`src/design/bpr_pkg.sv`:
```
// Shared types and constants for the bilinear plasticity return-map block.
// Used by every module of the block; depends on nothing.
`default_nettype none
package bpr_pkg;

	localparam int FRAC_BITS = 32;
	localparam int DATA_W    = 64;
	localparam int MOD_W     = 63;
	localparam int CFG_IDX_W = 2;

	localparam int DIV_W     = MOD_W + FRAC_BITS;
	localparam int DIV_CNT_W = $clog2(DIV_W);

	localparam logic [127:0] MUL_RND = 128'd1 << (FRAC_BITS - 1);
	localparam logic [63:0]  S64_MAX = 64'h7FFF_FFFF_FFFF_FFFF;
	localparam logic [63:0]  S64_MIN = 64'h8000_0000_0000_0000;

	localparam logic [CFG_IDX_W-1:0] REG_E = 2'd0;
	localparam logic [CFG_IDX_W-1:0] REG_Y = 2'd1;
	localparam logic [CFG_IDX_W-1:0] REG_H = 2'd2;
	localparam logic [CFG_IDX_W-1:0] REG_K = 2'd3;

	localparam logic [1:0] ACT_TRIAL  = 2'd0;
	localparam logic [1:0] ACT_COMMIT = 2'd1;
	localparam logic [1:0] ACT_REVERT = 2'd2;
	localparam logic [1:0] ACT_CLEAR  = 2'd3;

	typedef logic [4:0] op_t;

	localparam op_t OP_NOP    = 5'd0;
	localparam op_t OP_INCR   = 5'd1;
	localparam op_t OP_PRED   = 5'd2;
	localparam op_t OP_MUL_EI = 5'd3;
	localparam op_t OP_TST    = 5'd4;
	localparam op_t OP_SHIFT  = 5'd5;
	localparam op_t OP_MUL_HP = 5'd6;
	localparam op_t OP_SURF   = 5'd7;
	localparam op_t OP_ABS    = 5'd8;
	localparam op_t OP_YF     = 5'd9;
	localparam op_t OP_SLOPE  = 5'd10;
	localparam op_t OP_DENOM  = 5'd11;
	localparam op_t OP_DIV_DP = 5'd12;
	localparam op_t OP_TP     = 5'd13;
	localparam op_t OP_SDP    = 5'd14;
	localparam op_t OP_MUL_KS = 5'd15;
	localparam op_t OP_TB     = 5'd16;
	localparam op_t OP_MUL_ES = 5'd17;
	localparam op_t OP_TST2   = 5'd18;
	localparam op_t OP_DIV_SD = 5'd19;
	localparam op_t OP_MUL_EQ = 5'd20;
	localparam op_t OP_TT     = 5'd21;
	localparam op_t OP_COMMIT = 5'd22;
	localparam op_t OP_REVERT = 5'd23;
	localparam op_t OP_CLEAR  = 5'd24;

	typedef struct packed {
		logic load;
		logic emit;
		op_t  op;
	} cmd_t;

	typedef struct packed {
		logic incr_zero;
		logic yf_neg;
		logic mul_done;
		logic div_done;
	} sts_t;

endpackage
`default_nettype wire

```
`src/design/bpr_ctrl.sv`:
```
// Controller: sequences the return-map steps for each action and owns the
// input and output handshakes. Depends on bpr_pkg.
`default_nettype none
module bpr_ctrl (
	input  wire logic          clk,
	input  wire logic          arst_n,
	input  wire logic          s_tvalid,
	output logic               s_tready,
	input  wire logic [1:0]    action,
	output logic               m_tvalid,
	input  wire logic          m_tready,
	input  wire bpr_pkg::sts_t sts,
	output bpr_pkg::cmd_t      cmd
);

	localparam logic [5:0] S_IDLE   = 6'd0;
	localparam logic [5:0] S_INCR   = 6'd1;
	localparam logic [5:0] S_PRED   = 6'd2;
	localparam logic [5:0] S_M1     = 6'd3;
	localparam logic [5:0] S_M1W    = 6'd4;
	localparam logic [5:0] S_TST    = 6'd5;
	localparam logic [5:0] S_SHIFT  = 6'd6;
	localparam logic [5:0] S_M2     = 6'd7;
	localparam logic [5:0] S_M2W    = 6'd8;
	localparam logic [5:0] S_SURF   = 6'd9;
	localparam logic [5:0] S_ABS    = 6'd10;
	localparam logic [5:0] S_YF     = 6'd11;
	localparam logic [5:0] S_YCHK   = 6'd12;
	localparam logic [5:0] S_SLOPE  = 6'd13;
	localparam logic [5:0] S_DENOM  = 6'd14;
	localparam logic [5:0] S_D1     = 6'd15;
	localparam logic [5:0] S_D1W    = 6'd16;
	localparam logic [5:0] S_TP     = 6'd17;
	localparam logic [5:0] S_SDP    = 6'd18;
	localparam logic [5:0] S_M3     = 6'd19;
	localparam logic [5:0] S_M3W    = 6'd20;
	localparam logic [5:0] S_TB     = 6'd21;
	localparam logic [5:0] S_M4     = 6'd22;
	localparam logic [5:0] S_M4W    = 6'd23;
	localparam logic [5:0] S_TST2   = 6'd24;
	localparam logic [5:0] S_D2     = 6'd25;
	localparam logic [5:0] S_D2W    = 6'd26;
	localparam logic [5:0] S_M5     = 6'd27;
	localparam logic [5:0] S_M5W    = 6'd28;
	localparam logic [5:0] S_TT     = 6'd29;
	localparam logic [5:0] S_COMMIT = 6'd30;
	localparam logic [5:0] S_REVERT = 6'd31;
	localparam logic [5:0] S_CLEAR  = 6'd32;
	localparam logic [5:0] S_FIN    = 6'd33;

	logic [5:0] state_q, state_d;
	logic       ovalid_q;

	assign s_tready = (state_q == S_IDLE);
	assign m_tvalid = ovalid_q;

	always_comb begin
		state_d  = state_q;
		cmd.load = s_tvalid && s_tready;
		cmd.emit = 1'b0;
		cmd.op   = bpr_pkg::OP_NOP;
		unique case (state_q)
			S_IDLE: begin
				if (s_tvalid) begin
					unique case (action)
						bpr_pkg::ACT_TRIAL:  state_d = S_INCR;
						bpr_pkg::ACT_COMMIT: state_d = S_COMMIT;
						bpr_pkg::ACT_REVERT: state_d = S_REVERT;
						bpr_pkg::ACT_CLEAR:  state_d = S_CLEAR;
						default:             state_d = S_IDLE;
					endcase
				end
			end
			S_INCR: begin cmd.op = bpr_pkg::OP_INCR; state_d = S_PRED; end
			S_PRED: begin
				if (sts.incr_zero) begin
					state_d = S_FIN;
				end else begin
					cmd.op  = bpr_pkg::OP_PRED;
					state_d = S_M1;
				end
			end
			S_M1:    begin cmd.op = bpr_pkg::OP_MUL_EI; state_d = S_M1W; end
			S_M1W:   if (sts.mul_done) state_d = S_TST;
			S_TST:   begin cmd.op = bpr_pkg::OP_TST; state_d = S_SHIFT; end
			S_SHIFT: begin cmd.op = bpr_pkg::OP_SHIFT; state_d = S_M2; end
			S_M2:    begin cmd.op = bpr_pkg::OP_MUL_HP; state_d = S_M2W; end
			S_M2W:   if (sts.mul_done) state_d = S_SURF;
			S_SURF:  begin cmd.op = bpr_pkg::OP_SURF; state_d = S_ABS; end
			S_ABS:   begin cmd.op = bpr_pkg::OP_ABS; state_d = S_YF; end
			S_YF:    begin cmd.op = bpr_pkg::OP_YF; state_d = S_YCHK; end
			S_YCHK:  state_d = sts.yf_neg ? S_FIN : S_SLOPE;
			S_SLOPE: begin cmd.op = bpr_pkg::OP_SLOPE; state_d = S_DENOM; end
			S_DENOM: begin cmd.op = bpr_pkg::OP_DENOM; state_d = S_D1; end
			S_D1:    begin cmd.op = bpr_pkg::OP_DIV_DP; state_d = S_D1W; end
			S_D1W:   if (sts.div_done) state_d = S_TP;
			S_TP:    begin cmd.op = bpr_pkg::OP_TP; state_d = S_SDP; end
			S_SDP:   begin cmd.op = bpr_pkg::OP_SDP; state_d = S_M3; end
			S_M3:    begin cmd.op = bpr_pkg::OP_MUL_KS; state_d = S_M3W; end
			S_M3W:   if (sts.mul_done) state_d = S_TB;
			S_TB:    begin cmd.op = bpr_pkg::OP_TB; state_d = S_M4; end
			S_M4:    begin cmd.op = bpr_pkg::OP_MUL_ES; state_d = S_M4W; end
			S_M4W:   if (sts.mul_done) state_d = S_TST2;
			S_TST2:  begin cmd.op = bpr_pkg::OP_TST2; state_d = S_D2; end
			S_D2:    begin cmd.op = bpr_pkg::OP_DIV_SD; state_d = S_D2W; end
			S_D2W:   if (sts.div_done) state_d = S_M5;
			S_M5:    begin cmd.op = bpr_pkg::OP_MUL_EQ; state_d = S_M5W; end
			S_M5W:   if (sts.mul_done) state_d = S_TT;
			S_TT:    begin cmd.op = bpr_pkg::OP_TT; state_d = S_FIN; end
			S_COMMIT: begin cmd.op = bpr_pkg::OP_COMMIT; state_d = S_FIN; end
			S_REVERT: begin cmd.op = bpr_pkg::OP_REVERT; state_d = S_FIN; end
			S_CLEAR:  begin cmd.op = bpr_pkg::OP_CLEAR; state_d = S_FIN; end
			S_FIN: begin
				// hold until the output slot is free
				if (!ovalid_q || m_tready) begin
					cmd.emit = 1'b1;
					state_d  = S_IDLE;
				end
			end
			default: state_d = S_IDLE;
		endcase
	end

	always_ff @(posedge clk or negedge arst_n) begin
		if (!arst_n) begin
			state_q  <= S_IDLE;
			ovalid_q <= 1'b0;
		end else begin
			state_q <= state_d;
			if (cmd.emit) begin
				ovalid_q <= 1'b1;
			end else if (m_tready) begin
				ovalid_q <= 1'b0;
			end
		end
	end

endmodule
`default_nettype wire

```
`config.mk`:
```
export PLATFORM = sky130hd
export DESIGN_NAME = bpr_ctrl
export DESIGN_NICKNAME = d
export VERILOG_FILES = /design/src/design/bpr_pkg.sv /design/src/design/bpr_ctrl.sv
export SDC_FILE = /design/constraint.sdc
export NUM_CORES = 1
export LEC_CHECK = 0
export BUFFER_PORTS_ARGS = -buffer_cell sky130_fd_sc_hd__buf_2
export CORE_UTILIZATION = 32
export DETAILED_ROUTE_END_ITERATION = 8
export GPL_TIMING_DRIVEN = 1
export PLACE_DENSITY = 0.5
export SLEW_MARGIN = 10
export SYNTH_ARGS = -nofsm -noshare
export SYNTH_HDL_FRONTEND = slang
export SYNTH_SLANG_ARGS = --single-unit
```
`constraint.sdc`:
```
create_clock -name clk -period 1.7 [get_ports clk]
set_input_delay 0.17 -clock clk [delete_from_list [all_inputs] [get_ports clk]]
set_output_delay 0.17 -clock clk [all_outputs]
set_load 0.01 [all_outputs]
```
[After elaboration in Yosys (flattened, before gate mapping)]
Index checks and enable logic that the tools add are counted.
Storage, ports and cells
  flip-flop bits (word level): 7
  input port bits: 10
  output and inout bits: 9
  logic and storage cells: 74
Operators by class
  equal/unequal tests: 45
  multiplexer cells: 19
  reduce and logical (&&, ||, !) cells: 8
Operators with widths (number)
  $pmux 6 s31: 1
  $pmux 5 s24: 1
  $eq 6x5->1 const B: 16
  $mux 6: 11
  $eq 6x4->1 const B: 8
  $eq 6x3->1 const B: 4
  $pmux 6 s4: 1
  $ne 2x2->1 const B: 9
  $eq 6x2->1 const B: 2
  $eq 6x6->1 const B: 2
  $reduce_and 9->1: 1
  $eq 6x1->1 const B: 1
  $logic_not 6->1: 1
  $eq 2x2->1 const B: 2
  $mux 1: 4
  $reduce_or 4->1: 1
  $eq 2x1->1 const B: 1
  $logic_not 2->1: 1
  $mux 2: 1
  $reduce_bool 2->1: 1
  $logic_and 1x1->1: 1
  $logic_not 1->1: 1
  $logic_or 1x1->1: 1

[Logic depth before layout (Yosys ltp)]
Gate-level depths: netlist of the first run.
  word-level depth: 5
  depth in mapped cells: 7
  depth with buffers taken out: 7

[Worst setup path before layout of the first run]
OpenSTA, ideal clock, no wires.
  kind: register to output
  start: register state_q[2]
  end: output cmd[2] (netlist name)
  arrival: 1.698 ns
  required time: 1.530 ns
  setup slack: -0.168 ns
  stages on the path, launching flop included: 8
  path buffers: 3
  cell sequence: dfrtp_1 -> buf_2 -> buf_4 -> buf_2 -> nand2_1 -> nand3b_1 -> o31ai_1 -> a2111oi_0
RTL lines
  start: declaration: RTL line bpr_ctrl.sv:51  | logic [5:0] state_q, state_d;
  start signal: assignment: RTL line bpr_ctrl.sv:129  | state_q <= state_d;
  end: declaration: RTL line bpr_ctrl.sv:13  | output bpr_pkg::cmd_t cmd

==> summary.log, run 1 <==
qor: status.outcome finished with violations
qor: status.violations_in_the_final_reports negative setup slack
qor: cells_and_area.instances_no_fill 256
qor: clocking.cts.htree.levels 1
qor: critical_path.crit_chain buf_6, buf_6, nor3_4, a2bb2oi_1, or3_1, o21ai_1, buf_2
qor: sta.report.final.hold_viol_count 0
qor: floorplan.core_area 3100 um2
qor: clocking.clock_tree_root_buffer_cell clkbuf_4
qor: yosys.postSynthRegisterBits 7
qor: yosys.count_of_distinct_cell_types_in_the_synthesized_netlist 45
qor: drt.drt_pass_1_iters 4
qor: cells_and_area.area.growth.synth_to_final 73.8%
qor: min_path.holdPathEnd state_q[2]
qor: yosys.syn-cell-area 1060 um2
qor: grt.number_of_antenna_violations_at_the_first_check_in_global_routing 0
qor: placed_design.placement.cell_area 1440 um2
qor: critical_path.reg2reg_from state_q[0]
qor: sta.slew-limit-headroom 72.7%
qor: critical_path.critical_path_buf_inv_count 3
qor: clocking.cts_inserted_buffers 3
qor: pwr.switching_power 1.74 mW
qor: yosys.cell_type_contributing_the_most_total_cell_area_after_synthesis dfrtp_1
qor: clocking.tritoncts done
qor: drt.drt_drc_violations_left 0
qor: clocking.clock_tree.buffer_depth 2
qor: sta.timing.final.setup_violations 13
qor: pwr.clkPwrFrac 3.9%
qor: yosys.netlist_instances 145
qor: critical_path.cp-startpoint state_q[3]
qor: yosys.synth-edff-count 0
qor: drt.first_iter_violations 41
qor: pwr.cellLeakagePower 0.826 nW
qor: floorplan.io_pins 19
qor: pwr.powerDensity 2130 nW/um2
qor: drt.wire_per_inst 15.9 um
qor: placed_design.portBuffers 18
qor: yosys.synthFlopType dfrtp_1
qor: placed_design.cells_after_dpl 234
qor: critical_path.path_class register to output pin
qor: cells_and_area.postLayoutCellArea 1840 um2
qor: critical_path.crit_path_max_fanout 4
qor: drt.postRouteWirelength 4.07 mm
qor: floorplan.die-area 3550 um2
qor: pwr.pwr-share-comb 86.1%
qor: placed_design.gpl_congestion 0.854
qor: min_path.hold_class input port to register
qor: yosys.synth_top_cells_by_area dfrtp_1, a21oi_1, o21ai_0, nand2b_1, buf_2
qor: critical_path.cp_data_arrival_time 1.75 ns
qor: sta.finalCriticalPeriod 1.92 ns
qor: run.cap_violations 0
qor: pwr.fin_total_pwr 3.92 mW
qor: grt.grt_pass1_wl 6.13 mm
qor: drt.route.detailed.vias_per_inst 5.34
qor: yosys.synth.most_common_cell a21oi_1
qor: sta.min_period_over_period 113%
qor: yosys.count_of_yosys_warnings_during_synthesis 0
qor: sta.max_freq 521 MHz
qor: floorplan.row_count 20
qor: pwr.peakVddDrop 0.998 mV
qor: cells_and_area.design.final.nets 226
qor: clocking.clk-insertion-delay-late 0.26 ns
qor: critical_path.cpLargestDelayFamily simple AND/OR/NAND/NOR gates
qor: grt.first_global_vias 1266
qor: drt.routed-via-count 1368
qor: cells_and_area.layout-drive-gt1-share 55.7%
qor: pwr.pwr-share-seq 10.0%
qor: placed_design.detailedPlace.worstSlack -0.161 ns
qor: critical_path.worst_path_most_repeated_cell buf_6
qor: critical_path.critical_path.reg2reg.endpoint state_q[0]
qor: sta.setup_total_negative_slack -1.82 ns
qor: cells_and_area.final_util 59.4%
qor: pwr.intPower 2.18 mW
qor: sta.whs 0.264 ns
qor: yosys.syn_area_per_cell 7.31 um2
qor: drt.drt.antenna.violating_nets 0
qor: critical_path.cp_slowest_stage_delay 0.45 ns
qor: min_path.holdCritStartpoint sts[1]
qor: yosys.synth.top_cells.by_count a21oi_1, o21ai_0, nand2b_1
qor: yosys.synth_top_area_share 16.5%
qor: floorplan.floorplan.initialDensity 34.2%
qor: sta.drv_slew 0
qor: critical_path.rr_worst_depth 7
qor: sta.worst_clock_skew 0.00318 ns
qor: sta.max_slew.worst_pin.slew 0.405 ns
qor: floorplan.die_x 59.5 um
qor: min_path.min_delay_path_depth 4
qor: yosys.synthesis.nets 158
qor: sta.grt_setup_unrepaired true
qor: critical_path.crit_path_start_kind register
qor: critical_path.cp_slowest_cell dfrtp_2
qor: grt.groute.usage.overall 23.3%
qor: placed_design.place_hpwl 2.69 mm
qor: pwr.power.switching_fraction 44.4%
qor: yosys.seq_total_area_yosys 16.5%
qor: sta.final_critical_path_setup_slack -0.220 ns
qor: grt.global_route.overflow_total 0
qor: yosys.synth_async_reset_ratio 100%
qor: critical_path.timing.critical_path.required 1.53 ns
qor: clocking.clock_sinks 7
qor: critical_path.reg2reg_setup_slack -0.13 ns
qor: critical_path.end_kind output pin
qor: clocking.clkSlewWorstSetupHoldPaths 0.05 ns
qor: floorplan.height_of_the_chip 59.5 um
qor: cells_and_area.num_antenna_cells 0
qor: grt.largest_net_degree_at_the_start_of_global_routing 14
## worst min-delay path, delay by kind of cell
family	cells	cell delay, ns
AO/OA/AOI/OAI	1	0.07
buffers and inverters	1	0.09
AND/OR/NAND/NOR	2	0.16
## placed cells by master, fill, tap and decap left out, types with 4 or more instances in the layout
cell,count
a21oi_1,12
buf_2,17
buf_4,40
buf_6,18
dfrtp_2,5
inv_1,5
nand2_1,9
nand2b_1,7
nand3_1,6
nor2_1,7
nor2b_4,4
o21ai_0,7
o21ai_1,6
## logic make-up (layout without fill, tap and decap cells)
logic type                 count (synthesis)  count (layout)  synth area share [%]
AOI/OAI and AO/OA                         49              49                  28.9
adders and majority gates                  3               3                  3.54
buffers and inverters                     18              85                  8.15
DFF                                        7               7                  16.5
muxes                                      5               5                  6.14
and+or+nand+nor                           63              63                  36.7
## power by group through the flow
stage                     logic (mW)  clock network [mW]  registers (mW)
after floorplan                 1.50                   0           0.304
after global placement          2.37                   0           0.360
after detailed placement        2.40                   0           0.364
after CTS                       2.92               0.156           0.372
after global routing            3.60               0.170           0.396
final                           3.38               0.153           0.390
## layout make-up
cell class,count,area [um2]
fill,297,1260
multi-input combinational,120,962
timing repair buffer,76,598
sequential,7,181
tap,44,55.1
clock buffer,4,26.3
inverter,5,18.8
## how the worst max path moves through the flow
| stage | to | slack, ns | cells after the start |
|---|---|---|---|
| after floorplan | cmd[2] | -0.05 | 4 |
| after global placement | state_q[3] | -0.17 | 5 |
| after detailed placement | state_q[3] | -0.16 | 5 |
| after CTS | cmd[1] | -0.24 | 7 |
| after global routing | cmd[2] | -0.30 | 6 |
| final | cmd[1] | -0.22 | 7 |
## flip-flops by register name, indices dropped and copies added, names as in the netlist
| register | cells |
|---|---|
| m_tvalid | 1 |
| state_q | 6 |
## routing by layer
metal / vias to the layer above / wire, um / global-route usage (%)
li1: 666 / - / -
met1: 665 / 1760 / 30.0
met2: 32 / 2120 / 41.7
met3: 5 / 152 / 3.06
met4: 0 / 37 / 4.32
met5: - / 0 / 0
## what timing repair did
| action | in CTS | in global routing |
|---|---|---|
| gates cloned | 1 | 0 |
| hold buffers | 1 | 0 |
| hold endpoints to repair | 7 | 0 |
| setup endpoints to repair | 14 | 14 |
| pin swaps | 13 | 15 |
| gates resized for setup | 38 | 26 |
| buffers inserted | 10 | 7 |
Power figures use the tool's default switching activity.
==> run 2: changes to the inputs <==
--- a/config.mk
+++ b/config.mk
@@ -7,9 +7,10 @@
 export LEC_CHECK = 0
 export BUFFER_PORTS_ARGS = -buffer_cell sky130_fd_sc_hd__buf_2
 export CORE_UTILIZATION = 32
+export CTS_BUF_LIST = sky130_fd_sc_hd__clkbuf_4 sky130_fd_sc_hd__clkbuf_8
 export DETAILED_ROUTE_END_ITERATION = 8
 export GPL_TIMING_DRIVEN = 1
-export PLACE_DENSITY = 0.5
+export PLACE_DENSITY = 0.49
 export SLEW_MARGIN = 10
 export SYNTH_ARGS = -nofsm -noshare
 export SYNTH_HDL_FRONTEND = slang
==> constraint.sdc (replaced) <==
create_clock -name clk -period 2.1 [get_ports clk]
set_input_delay 0.21 -clock clk [delete_from_list [all_inputs] [get_ports clk]]
set_output_delay 0.21 -clock clk [all_outputs]
set_load 0.01 [all_outputs]
==> run 2 against run 1 <==
Against the previous run: the run now ends clean; sequential cell count did not move; via count is 15% lower; die area did not move; worst setup slack better by 0.29 ns; clock power is 7% lower; non-clock buffer count shrank 35; cell area decreased by 26%; worst hold slack better by 0.035 ns; largest power group unchanged; combinational power is 48% lower; global-route usage shrank 4.3 points; count of clock-buffer cells in the layout unchanged.
==> summary.log, run 2 (synthesis results as in run 1) <==
qor: cells_and_area.area.growth.synth_to_final 28.6%
qor: run.cap_violations 0
qor: placed_design.place_hpwl 2.37 mm
qor: critical_path.critPathCapture cmd[5]
qor: critical_path.timing.critical_path.required 1.89 ns
qor: placed_design.cells_after_dpl 211
qor: critical_path.end_kind output pin
qor: critical_path.path_class register to output pin
qor: pwr.peakVddDrop 0.664 mV
qor: grt.grt_pass1_wl 5.16 mm
qor: critical_path.cp_slowest_stage_delay 0.46 ns
qor: cells_and_area.regMostFlops state_q
qor: cells_and_area.most_used_cells_in_the_layout_excluding_fill_and_tap_cells buf_4, buf_2, a21oi_1
qor: pwr.intPower 1.16 mW
qor: drt.postRouteWirelength 3.11 mm
qor: floorplan.row_count 20
qor: floorplan.height_of_the_chip 59.5 um
qor: floorplan.die_x 59.5 um
qor: critical_path.crit_path_max_fanout 8
qor: critical_path.reg2reg_from state_q[1]
qor: clocking.clkSlewWorstSetupHoldPaths 0.06 ns
qor: critical_path.critical_path_buf_inv_count 1
qor: cells_and_area.design.final.nets 191
qor: grt.first_global_vias 1091
qor: critical_path.rr_worst_depth 7
qor: pwr.powerDensity 1630 nW/um2
qor: pwr.pwr-share-comb 79.1%
qor: pwr.clkPwrFrac 6.5%
qor: placed_design.gpl_congestion 0.790
qor: critical_path.crit_chain or3b_4, or3_4, nor2b_2, buf_2
qor: clocking.clk-insertion-delay-late 0.26 ns
qor: grt.largest_net_degree_at_the_start_of_global_routing 26
qor: critical_path.cp.depth 4
qor: clocking.clock_sinks 7
qor: sta.max_freq 493 MHz
qor: cells_and_area.sequential_cell_area 180 um2
qor: grt.groute.usage.overall 19.1%
qor: sta.grt_setup_unrepaired false
qor: sta.worst_clock_skew 0.000249 ns
qor: cells_and_area.multiInputGateArea 813 um2
qor: cells_and_area.instances_no_fill 221
qor: floorplan.core_area 3100 um2
qor: grt.number_of_antenna_violations_at_the_first_check_in_global_routing 0
qor: drt.route.detailed.vias_per_inst 5.28
qor: drt.routed-via-count 1167
qor: pwr.pwr-share-seq 14.4%
qor: clocking.cts_inserted_buffers 3
qor: critical_path.cpLargestDelayFamily simple AND/OR/NAND/NOR gates
qor: sta.min_period_over_period 96.5%
qor: sta.drv_slew 0
qor: floorplan.die-area 3550 um2
qor: sta.report.final.hold_viol_count 0
qor: cells_and_area.final_common_cell buf_4
qor: sta.max_slew.worst_pin.slew 0.368 ns
qor: clocking.cts.htree.levels 1
qor: sta.finalCriticalPeriod 2.03 ns
qor: pwr.cellLeakagePower 0.600 nW
qor: clocking.tritoncts done
qor: cells_and_area.layout-drive-gt1-share 35.0%
qor: drt.first_iter_violations 39
qor: pwr.power.switching_fraction 47.6%
qor: sta.setup_total_negative_slack 0 ns
qor: cells_and_area.filler_cell_count 350
qor: placed_design.portBuffers 18
qor: cells_and_area.num_antenna_cells 0
qor: min_path.hold_class input port to register
qor: pwr.switching_power 1.05 mW
qor: clocking.clock_tree_root_buffer_cell clkbuf_4
qor: critical_path.cp_slowest_cell dfrtp_2
qor: drt.drt_drc_violations_left 0
qor: floorplan.floorplan.initialDensity 34.2%
qor: floorplan.io_pins 19
qor: critical_path.reg2reg_setup_slack 0.15 ns
qor: clocking.clock_tree.buffer_depth 2
qor: drt.drt_pass_1_iters 4
qor: critical_path.cp-startpoint state_q[3]
qor: sta.timing.final.setup_violations 0
qor: status.outcome finished clean
qor: drt.drt.antenna.violating_nets 0
qor: critical_path.cp_data_arrival_time 1.82 ns
qor: critical_path.critical_path.reg2reg.endpoint state_q[4]
qor: cells_and_area.largest_register_ffs 6
qor: critical_path.crit_path_start_kind register
qor: sta.slew-limit-headroom 75.2%
qor: drt.wire_per_inst 14.1 um
qor: grt.global_route.overflow_total 0
[run 2: per-stage QoR]
step | worst slack (ns) | area, um2 | utilization, % | hold slack, ns | total power [mW]
after global routing | 0.00574 | 1360 | 43.9 | 0.320 | 2.41
after CTS | 0.000233 | 1310 | 42.3 | 0.299 | 2.13
after floorplan | 0.192 | 1060 | - | -0.0856 | 1.46
after global placement | 0.146 | 1260 | 40.8 | 0.0438 | 1.97
final | 0.0733 | 1360 | 43.9 | 0.299 | 2.22
after detailed placement | 0.117 | 1260 | 40.8 | 0.0449 | 1.97
[run 2: layout make-up]
type	instances	share of cell area (%)
Inverter	5	1.38
Clock buffer	4	2.20
Tap cell	44	4.04
Sequential cell	7	13.2
Multi-Input combinational cell	120	59.7
Timing Repair Buffer	41	19.5
[run 2: what timing repair did]
item,CTS,global route
gates resized for setup,5,4
endpoints found under the setup margin,4,4
hold buffers,1,0
endpoints found under the hold margin,7,0
setup buffers,0,5
pin swaps,0,2
gates cloned,0,0
[run 2: power by group through the flow]
stage	clock (mW)	sequential [mW]	combinational, mW
2_1_floorplan	0	0.246	1.21
3_3_place_gp	0	0.337	1.64
3_5_place_dp	0	0.328	1.64
4_1_cts	0.145	0.339	1.65
5_1_grt	0.157	0.329	1.93
6_report	0.143	0.319	1.75
[run 2: routing by layer]
layer | track usage (%) | wire length [um]
met3 | 1.97 | 100
met5 | 0 | 0
met2 | 33.2 | 1470
met1 | 26.0 | 1530
met4 | 2.33 | 13
[run 2: worst min path at each step]
stage	from	to	slack [ns]	cells past startpoint
after detailed placement	arst_n	m_tvalid	0.04	1
after global placement	arst_n	state_q[5]	0.04	1
after floorplan	arst_n	m_tvalid	-0.09	0
after global routing	arst_n	state_q[5]	0.32	2
final	sts[1]	state_q[2]	0.30	4
after CTS	sts[1]	state_q[2]	0.30	4
[run 2: worst min-delay path, cell delays in order]
cell	delay, ns
buf_2	0.10
nor2_1	0.05
nand3_1	0.08
a211oi_1	0.08
==> run 3: changes to the inputs <==
--- a/config.mk
+++ b/config.mk
@@ -10,7 +10,6 @@
 export CTS_BUF_LIST = sky130_fd_sc_hd__clkbuf_4 sky130_fd_sc_hd__clkbuf_8
 export DETAILED_ROUTE_END_ITERATION = 8
 export GPL_TIMING_DRIVEN = 1
-export PLACE_DENSITY = 0.49
 export SLEW_MARGIN = 10
 export SYNTH_ARGS = -nofsm -noshare
 export SYNTH_HDL_FRONTEND = slang
==> run 3 against run 2 <==
Against the previous run: register-to-register slack better by 0.02 ns; clock skew up 0.0023 ns; worst hold slack got worse by 0.0045 ns; largest cell class unchanged; cell area shrank 2.9%; clock power fell by 8%; critical path depth is the same; first-iteration DRC count rose by 10%; critical path type unchanged.
==> summary.log, run 3 (synthesis results as in run 1) <==
qor: cells_and_area.layout-drive-gt1-share 31.6%
qor: cells_and_area.area.growth.synth_to_final 24.8%
qor: sta.max_slew.worst_pin.slew 0.364 ns
qor: pwr.powerDensity 1620 nW/um2
qor: floorplan.height_of_the_chip 59.5 um
qor: floorplan.row_count 20
qor: cells_and_area.most_used_cells_in_the_layout_excluding_fill_and_tap_cells buf_2, a21oi_1, buf_4
qor: grt.grt_pass1_wl 4.79 mm
qor: critical_path.crit_path_start_kind register
qor: drt.highest-signal-layer met3
qor: critical_path.critical_path_buf_inv_count 1
qor: pwr.peakVddDrop 0.666 mV
qor: critical_path.cpLargestDelayFamily simple AND/OR/NAND/NOR gates
qor: critical_path.cp_slowest_cell dfrtp_2
qor: sta.worst_clock_skew 0.00252 ns
qor: cells_and_area.largest_register_ffs 6
qor: sta.setup_total_negative_slack 0 ns
qor: run.cap_violations 0
qor: pwr.clkPwrFrac 6.1%
qor: clocking.cts.htree.levels 1
qor: drt.drt.antenna.violating_nets 0
qor: sta.timing.final.setup_violations 0
qor: critical_path.crit_path_max_fanout 8
qor: critical_path.cp_data_arrival_time 1.81 ns
qor: sta.max_freq 494 MHz
qor: sta.finalCriticalPeriod 2.02 ns
qor: critical_path.end_kind output pin
qor: cells_and_area.num_antenna_cells 0
qor: placed_design.place_hpwl 2.21 mm
qor: grt.groute.usage.overall 17.6%
qor: grt.first_global_vias 1046
qor: pwr.cellLeakagePower 0.569 nW
qor: critical_path.crit_chain or3b_4, or3_1, nor2b_1, buf_2
qor: drt.routed-via-count 1154
qor: floorplan.floorplan.initialDensity 34.2%
qor: pwr.power.switching_fraction 48.1%
qor: grt.largest_net_degree_at_the_start_of_global_routing 31
qor: sta.report.final.hold_viol_count 0
qor: placed_design.portBuffers 18
qor: placed_design.cells_after_dpl 204
qor: clocking.clkSlewWorstSetupHoldPaths 0.05 ns
qor: critical_path.path_class register to output pin
qor: drt.route.detailed.vias_per_inst 5.37
qor: cells_and_area.design.final.nets 185
qor: grt.number_of_antenna_violations_at_the_first_check_in_global_routing 0
qor: min_path.hold_class input port to register
qor: drt.wirelength_met1 1.45 mm
qor: floorplan.io_pins 19
qor: critical_path.cp_slowest_stage_delay 0.47 ns
qor: drt.dr_wl_met3 156 um
qor: drt.first_iter_violations 43
qor: pwr.intPower 1.12 mW
qor: pwr.switching_power 1.03 mW
qor: drt.postRouteWirelength 3.02 mm
qor: drt.met2RoutedLength 1.41 mm
qor: placed_design.placement.cell_area 1210 um2
qor: floorplan.die-area 3550 um2
qor: drt.drt_drc_violations_left 0
qor: floorplan.die_x 59.5 um
qor: cells_and_area.instances_no_fill 215
qor: cells_and_area.final_common_cell buf_2
qor: floorplan.core_area 3100 um2
qor: pwr.pwr-share-seq 16.7%
qor: sta.drv_slew 0
qor: cells_and_area.regMostFlops state_q
qor: status.outcome finished clean
qor: grt.global_route.overflow_total 0
qor: clocking.clk-insertion-delay-late 0.24 ns
qor: cells_and_area.postLayoutCellArea 1320 um2
qor: clocking.tritoncts done
qor: placed_design.gpl_congestion 0.845
qor: drt.wire_per_inst 14.0 um
qor: critical_path.timing.critical_path.required 1.89 ns
qor: clocking.clock_sinks 7
qor: pwr.pwr-share-comb 77.2%
qor: drt.drt_pass_1_iters 4
qor: clocking.clock_tree_root_buffer_cell clkbuf_4
qor: sta.min_period_over_period 96.3%
qor: sta.slew-limit-headroom 75.7%
qor: clocking.cts_inserted_buffers 3
qor: clocking.clock_tree.buffer_depth 2
==> run 3: changes by cell type in the layout (fill, tap and decap cells not counted), sizes merged <==
cell	before	now
buf	40	34
==> run 3: cell type report <==
type                       instances  area [um2]
timing repair buffer              35         231
sequential                         7         180
inverter                           5        18.8
clock buffer                       4        30.0
tap                               44        55.1
multi-input combinational        120         807
fill                             327        1780
==> run 3: worst paths after layout <==
path	from	endpoint	slack, ns	cells after the start
worst max-delay path	state_q[3]	cmd[5]	0.08	4
worst min-delay path	sts[1]	state_q[2]	0.29	4
worst max register to register	state_q[1]	state_q[4]	0.17	5
worst min register to register	m_tvalid	m_tvalid	0.60	2
max in group asynchronous	arst_n	state_q[4]	1.60	2
min in group asynchronous	arst_n	m_tvalid	0.33	2
==> run 3: through the flow <==
step	setup slack, ns	power [mW]	util, %	hold WS (ns)
2_1_floorplan	0.192	1.46	-	-0.0856
3_3_place_gp	0.0911	1.85	39.1	0.0434
3_5_place_dp	0.0819	1.86	39.1	0.0492
4_1_cts	0.0149	2.01	40.5	0.287
5_1_grt	-0.0162	2.34	42.6	0.304
6_report	0.0775	2.15	42.6	0.294
==> run 3: worst register-to-register path: cells and delay by family, from the launching register on <==
kind               cells  cell delay, ns
and+or+nand+nor        2            0.55
AOI/OAI and AO/OA      2            0.43
DFF                    1            0.52
muxes                  1            0.31
==> run 3: repair_timing <==
| item | 4_1_cts | 5_1_grt |
|---|---|---|
| endpoints found under the hold margin | 7 | 0 |
| hold buffers | 1 | 0 |
| buffers inserted | 0 | 6 |
| setup endpoints to repair | 4 | 4 |
| resized for setup | 3 | 8 |
==> run 3: layer usage <==
layer  up-vias  GRT usage (%)
met1       537           25.3
met2        37           28.1
met4         0           2.99
met5         -              0
li1        580              -
met3         0           2.62
==> run 3: power groups by stage <==
stage               sequential [mW]  clock [mW]  combinational [mW]
floorplan                     0.246           0                1.21
global placement              0.359           0                1.49
detailed placement            0.355           0                1.51
CTS                           0.363       0.138                1.51
global route                  0.369       0.149                1.82
finish                        0.358       0.131                1.66
